### src/sv/pppfc_pkg.sv
// Package with the shared codes, constants and result type of the PPP frame collector.
package pppfc_pkg;

	localparam logic [7:0] ESC_BYTE  = 8'h7D;
	localparam logic [7:0] ESC_XOR   = 8'h20;
	localparam logic [7:0] FLAG_BYTE = 8'h7E;

	localparam logic [15:0] FRAME_LEN_MAX = 16'hFFFF;

	typedef enum logic [1:0] {
		REQ_ADD       = 2'd0,
		REQ_CLR_FRAME = 2'd1,
		REQ_CLR_COUNT = 2'd2,
		REQ_READ      = 2'd3
	} req_t;

	typedef enum logic [1:0] {
		ST_EMPTY = 2'd0,
		ST_BUSY  = 2'd1,
		ST_DONE  = 2'd2
	} status_t;

	typedef enum logic [1:0] {
		ERR_NONE     = 2'd0,
		ERR_OVERFLOW = 2'd1,
		ERR_REJECT   = 2'd2
	} err_t;

	typedef struct packed {
		err_t        err;
		status_t     status;
		logic [11:0] buffer_length;
		logic [15:0] frame_length;
	} result_t;

endpackage

### src/sv/pppfc_ctrl.sv
// Frame collection state, byte unstuffing and the next result of each request.
module pppfc_ctrl #(
	parameter int MAX_FRAME = 2048,
	parameter int AW        = $clog2(MAX_FRAME),
	parameter int CW        = $clog2(MAX_FRAME + 1)
) (
	input  logic              clk,
	input  logic              arst_n,
	input  logic              accept,
	input  logic [1:0]        req_type,
	input  logic [7:0]        data_byte,
	input  logic              remove_framing,
	output logic              wr_en,
	output logic [AW-1:0]     wr_addr,
	output logic [7:0]        wr_data,
	output pppfc_pkg::result_t result
);

	pppfc_pkg::status_t status_q, status_n;
	logic [CW-1:0]      count_q, count_n;
	logic [15:0]        fcount_q, fcount_n;
	logic               esc_q, esc_n;
	pppfc_pkg::err_t    err;
	logic [7:0]         byte_u;
	logic               put;
	logic [CW-1:0]      put_base;
	logic [15:0]        fput_base;
	logic               skip;

	always_comb begin
		status_n  = status_q;
		count_n   = count_q;
		fcount_n  = fcount_q;
		esc_n     = esc_q;
		err       = pppfc_pkg::ERR_NONE;
		byte_u    = data_byte;
		put       = 1'b0;
		skip      = 1'b0;
		put_base  = count_q;
		fput_base = fcount_q;

		case (pppfc_pkg::req_t'(req_type))
			pppfc_pkg::REQ_ADD: begin
				if (status_q == pppfc_pkg::ST_DONE) begin
					err = pppfc_pkg::ERR_REJECT;
				end else begin
					if (remove_framing) begin
						if (data_byte == pppfc_pkg::ESC_BYTE && !esc_q) begin
							esc_n = 1'b1;
							skip  = 1'b1;
						end else if (esc_q) begin
							esc_n  = 1'b0;
							byte_u = data_byte ^ pppfc_pkg::ESC_XOR;
						end
					end
					if (!skip) begin
						if (status_q == pppfc_pkg::ST_EMPTY) begin
							// A new frame always starts from an empty buffer.
							put_base  = '0;
							fput_base = '0;
							put       = 1'b1;
							status_n  = pppfc_pkg::ST_BUSY;
						end else if (byte_u != pppfc_pkg::FLAG_BYTE) begin
							if (count_q < CW'(MAX_FRAME - 1)) begin
								put = 1'b1;
							end else begin
								esc_n = esc_q;
								err   = pppfc_pkg::ERR_OVERFLOW;
							end
						end else begin
							put      = 1'b1;
							status_n = pppfc_pkg::ST_DONE;
						end
					end
				end
			end
			pppfc_pkg::REQ_CLR_FRAME: begin
				count_n  = '0;
				fcount_n = '0;
				status_n = pppfc_pkg::ST_EMPTY;
			end
			pppfc_pkg::REQ_CLR_COUNT: begin
				count_n = '0;
			end
			default: begin
			end
		endcase

		wr_en   = 1'b0;
		wr_addr = put_base[AW-1:0];
		wr_data = byte_u;
		if (put) begin
			count_n  = put_base;
			fcount_n = fput_base;
			if (put_base < CW'(MAX_FRAME)) begin
				wr_en   = accept;
				count_n = put_base + CW'(1);
			end
			if (fput_base != pppfc_pkg::FRAME_LEN_MAX) begin
				fcount_n = fput_base + 16'd1;
			end
		end
	end

	always_ff @(posedge clk or negedge arst_n) begin
		if (!arst_n) begin
			status_q <= pppfc_pkg::ST_EMPTY;
			count_q  <= '0;
			fcount_q <= '0;
			esc_q    <= 1'b0;
		end else if (accept) begin
			status_q <= status_n;
			count_q  <= count_n;
			fcount_q <= fcount_n;
			esc_q    <= esc_n;
		end
	end

	assign result.err           = err;
	assign result.status        = status_n;
	assign result.buffer_length = 12'(count_n);
	assign result.frame_length  = fcount_n;

endmodule

### config.mk
export PLATFORM = sky130hd
export DESIGN_NAME = pppfc_ctrl
export DESIGN_NICKNAME = d
export VERILOG_FILES = /design/src/sv/pppfc_pkg.sv /design/src/sv/pppfc_ctrl.sv
export SDC_FILE = /design/constraint.sdc
export NUM_CORES = 1
export LEC_CHECK = 0
export BUFFER_PORTS_ARGS = -buffer_cell sky130_fd_sc_hd__buf_2
export CAP_MARGIN = 15
export CORE_MARGIN = 5
export CORE_UTILIZATION = 40
export CTS_CLUSTER_SIZE = 20
export DETAILED_ROUTE_END_ITERATION = 10
export GPL_ROUTABILITY_DRIVEN = 0
export GPL_TIMING_DRIVEN = 0
export PLACE_DENSITY_LB_ADDON = 0.2
export SYNTH_ARGS = -nofsm -noshare
export SYNTH_HDL_FRONTEND = slang
export SYNTH_SLANG_ARGS = --single-unit
### constraint.sdc
create_clock -name clk -period 4.8 [get_ports clk]
set_input_delay 0.96 -clock clk [delete_from_list [all_inputs] [get_ports clk]]
set_output_delay 0.96 -clock clk [all_outputs]
set_load 0.05 [all_outputs]
# Word level (Yosys, flattened, before mapping)
# Cells that the tools add are included.
dict set report word_totals {
  ff_bits 31
  latchBits 0
  mem_bits_rw 0
  romBits 0
  inputBits 14
  mem_count 0
}
dict set report classes {
  add_sub_neg 2
  multipliers 0
  div 0
  magnitude_cmp 2
  n_eq_ne 7
  shifts 0
  muxes 49
  bitwise 2
  n_reduce_logical 6
}
# op count
set op_table {}
lappend op_table {{16-bit 2-to-1 mux} 7}
lappend op_table {{12-bit 2-to-1 mux} 7}
lappend op_table {{8-bit 2-to-1 mux} 4}
lappend op_table {{1-bit 2-to-1 mux} 21}
lappend op_table {{6-bit 2-to-1 mux} 3}
lappend op_table {{16-bit by 1-bit adder with 16-bit output (second input constant)} 1}
lappend op_table {{16-bit inequality test (second input constant)} 1}
lappend op_table {{12-bit by 1-bit adder with 12-bit output (second input constant)} 1}
lappend op_table {{12-bit by 11-bit < comparator with 1-bit output (second input constant)} 1}
lappend op_table {{12-bit < comparator (second input constant)} 1}
lappend op_table {{2-bit 2-to-1 mux} 6}
lappend op_table {{8-bit by 7-bit equality test with 1-bit output (second input constant)} 1}
lappend op_table {{8-bit by 7-bit inequality test with 1-bit output (second input constant)} 1}
lappend op_table {{2-bit equality test (second input constant)} 2}
lappend op_table {{2-bit zero test} 2}
lappend op_table {{4-bit by 2-bit inequality test with 1-bit output (second input constant)} 1}
lappend op_table {{2-bit one-hot mux with 2 select lines} 1}
lappend op_table {{4-bit AND reduction} 1}
lappend op_table {{2-bit by 1-bit equality test with 1-bit output (second input constant)} 1}
lappend op_table {{1-bit NOT} 2}
lappend op_table {{2-bit OR reduction} 1}
lappend op_table {{1-bit logical AND} 1}
lappend op_table {{1-bit zero test} 1}

# Depth between registers and ports, before layout
dict set report depth {
  ltp_word 13
  depth_mapped 15
}

# Worst setup path after synthesis
# No wires, ideal clock.
dict set report synth_path {
  path_kind {input port to output port}
  start {in data_byte[1]}
  end {out result[7] (netlist name)}
  t_arrival_ns 4.446
  required_ns 3.840
  slack_ns -0.606
  path_stages 13
  cell_sequence {and4bb_1 -> nand4_1 -> nand2_1 -> buf_2 -> clkbuf_1 -> and2_1 -> ha_1 -> nand4_1 -> nor4_1 -> a211oi_1 -> and3_1 -> o21a_1 -> o21ai_0}
}
# element line_no
set synth_rtl {}
lappend synth_rtl {{from (decl)} pppfc_ctrl.sv:11} ;# input logic [7:0] data_byte,
lappend synth_rtl {{to (decl)} pppfc_ctrl.sv:16} ;# output pppfc_pkg::result_t result

==> results.sh <==
export IMPL_cts_clk_slew_worst_paths_ps=80
export IMPL_cp_max_fo=8
export IMPL_wire_per_inst_um=18.2
export IMPL_clock_latency_ps=300
export IMPL_layout_setup_ws_ps=81.1
export IMPL_fin_setup_tns_ps=0
export IMPL_synth_top_cell_area_share=0.257
export IMPL_vias=3343
export IMPL_hold_buffers=0
export IMPL_clock_sinks=31
export IMPL_relSlewSlack=0.482
export IMPL_grt_pass1_vias=3199
export IMPL_tightest_slew_ps=777
export IMPL_initial_utilization=0.413
export IMPL_overflow=0
export IMPL_pre_cts_ws_ps=-692
export IMPL_synthTopCellsByCount="43 x nand2_1, 31 x dfrtp_1, 28 x o21ai_0"
export IMPL_fin_crit_sh=0.983
export IMPL_synth_flop_cell="dfrtp_1"
export IMPL_grt_total_usage=0.214
export IMPL_hold_path_class="flop to flop"
export IMPL_dpl_instance_area_um2=3560
export IMPL_num_rows=31
export IMPL_cts_tree="yes"
export IMPL_min_period_ps=4720
export IMPL_synth_simple_area_share=0.299
export IMPL_cts_buffers=5
export IMPL_p_leak_nw=1.76
export IMPL_wl_mm=10.3
export IMPL_die_width_um=96.8
export IMPL_drtIter0Drc=233
export IMPL_grt_max_degree=32
export IMPL_yosysWarnings=0
export IMPL_ys_seq_area_frac=0.257
export IMPL_netlist_instances=383
export IMPL_yosysUniqueCellTypes=68
export IMPL_synth_adder_area_share=0.0166
export IMPL_grt_pass1_wl_mm=16.5
export IMPL_postSynthAreaPerCell_um2=7.87
export IMPL_synth_most_common_cell="nand2_1"
export IMPL_synth_compound_area_share=0.304
export IMPL_root_buffer="clkbuf_8"
export IMPL_outcome="finished, final reports clean"
export IMPL_core_region_area_um2=7290
export IMPL_io_buffers=65
export IMPL_ios=66
export IMPL_synth_xor_xnor_area_share=0.00291
export IMPL_die_h_um=96.8
export IMPL_critPathCaptureType="primary output"
export IMPL_htree_levels=2
export IMPL_antenna_found_initial=0
export IMPL_finalNetCount=483
export IMPL_rsz0062_at_grt="yes"
export IMPL_synth_largest_area_cell="dfrtp_1"
export IMPL_synthMuxAreaShare=0.0370
export IMPL_critPathKind="input pin to primary output"
export IMPL_hold_viol=0
export IMPL_synthArstFlopShare=1.00
export IMPL_setup_violations=0
export IMPL_ir_worst_vdd_mv=0.111
export IMPL_power_mw=0.825
export IMPL_final_cell_area_um2=3860
export IMPL_dr_pass1_iters=5
export IMPL_dpl_hpwl_mm=7.07
export IMPL_netlist_area_um2=3010
export IMPL_max_clock_path_buffers=2
export IMPL_drc=0
export IMPL_power_density_nw_per_um2=214
export IMPL_synth_nets=401
export IMPL_ys_ff_latch=31
export IMPL_fmax_ghz=0.212
export IMPL_drive_above_1_share=0.352
export IMPL_synth_edf_count=0
export IMPL_synth_top_cells_by_area="dfrtp_1 26%, nand2_1 5.4%, o21ai_0 4.7%"
export IMPL_ant_nets=0
export IMPL_fin_skew_ps=9.39
export IMPL_die_area_um2=9370
export IMPL_num_antenna_cells=0
export IMPL_critPathLaunchType="input pin"
export IMPL_crit_arrival_ps=3760
export IMPL_syn_to_final_growth_pct=28.2
export IMPL_whs_ps=564
export IMPL_worstPathRequired_ps=3840
export IMPL_via_per_inst=5.92
export IMPL_synth_top_family_by_area="compound AO/OA/AOI/OAI gates"
export IMPL_max_cap_violations=0
export IMPL_slew_viol_final=0
area by class of cell:
| class | count | area [um^2] |
|---|---|---|
| Buffer | 37 | 229 |
| Timing Repair Buffer | 76 | 448 |
| Clock buffer | 8 | 100 |
| Sequential cell | 31 | 776 |
| Multi-Input combinational cell | 307 | 2160 |
| Inverter | 7 | 26.3 |
| Tap cell | 99 | 124 |
| Fill cell | 708 | 3430 |
worst paths after layout:
check | startpoint | endpoint | slack [ps] | cells after the start
setup / recovery | data_byte[1] | result[0] | 80 | 14
hold / removal | esc_q | esc_q | 560 | 1
setup reg to reg | esc_q | fcount_q[2] | 1770 | 12
max in group asynchronous | arst_n | fcount_q[15] | 3570 | 1
hold reg to reg | esc_q | esc_q | 560 | 1
min in group asynchronous | arst_n | fcount_q[7] | 730 | 1
flip-flops by register name, indices dropped and copies added (netlist names):
register,count
fcount_q,16
count_q,12
status_q,2
esc_q,1
stage by stage:
stage,utilization,cells
finish,0.530,565
global route,0.530,565
CTS,0.515,561
detailed placement,0.488,547
global placement,0.488,547
floorplan,-,383
report_power, final:
| group | switching (mW) | internal [mW] |
|---|---|---|
| Clock | 0.111 | 0.131 |
| Combinational | 0.198 | 0.0941 |
| Sequential | 0.0162 | 0.274 |
metal layers:
metal  up-vias  GRT usage  part of all wire
met5         -          0                 0
met4         0     0.0691             0.027
met3        27     0.0417             0.064
met2       130      0.349              0.47
met1      1588      0.284              0.44
li1       1598          -                 -
repair_timing:
item | 4_1_cts | 5_1_grt
pin swaps | 2 | 8
buffers inserted | 6 | 5
setup endpoints to repair | 21 | 16
gates resized for setup | 12 | 24
cell families (layout without fill, tap and decap cells):
group           Yosys count  count (layout)
compound gates          128             128
fa+ha+maj                 4               4
xor+xnor                  1               1
buf+inv                  45             128
simple gates            163             163
flops                    31              31
mux                      11              11
layout by cell type, fill, tap and decap left out, types with 3 or more instances in the layout:
master / count
mux2i_1: 10
ha_1: 3
and4_1: 3
nor4_1: 3
buf_6: 6
buf_2: 73
nand3_1: 17
nor2_2: 3
o21ai_0: 24
nand2_1: 41
clkbuf_1: 6
o2bb2ai_1: 10
a31oi_2: 5
nand4_1: 5
buf_4: 23
o31ai_1: 3
and2_1: 13
a22o_1: 9
o21ai_1: 4
nor3_1: 8
dfrtp_1: 31
clkbuf_8: 7
nand2b_1: 6
a21o_1: 4
nor2_1: 19
a22oi_1: 3
a31oi_1: 8
and3_1: 13
a21oi_1: 26
inv_1: 4
clkbuf_2: 3
critical path, stage by stage:
cell and delay, ps:
buf_8 90, and4bb_1 270, nand4_1 140, nand2_2 190, buf_8 150, and2_4 150, ha_4 160, nand4_1 130
or3_4 440, or3_4 420, nor3_2 220, o21ai_0 120, nand2_1 140, buf_6 180
Note: power is estimated with default switching activity, not from simulation.
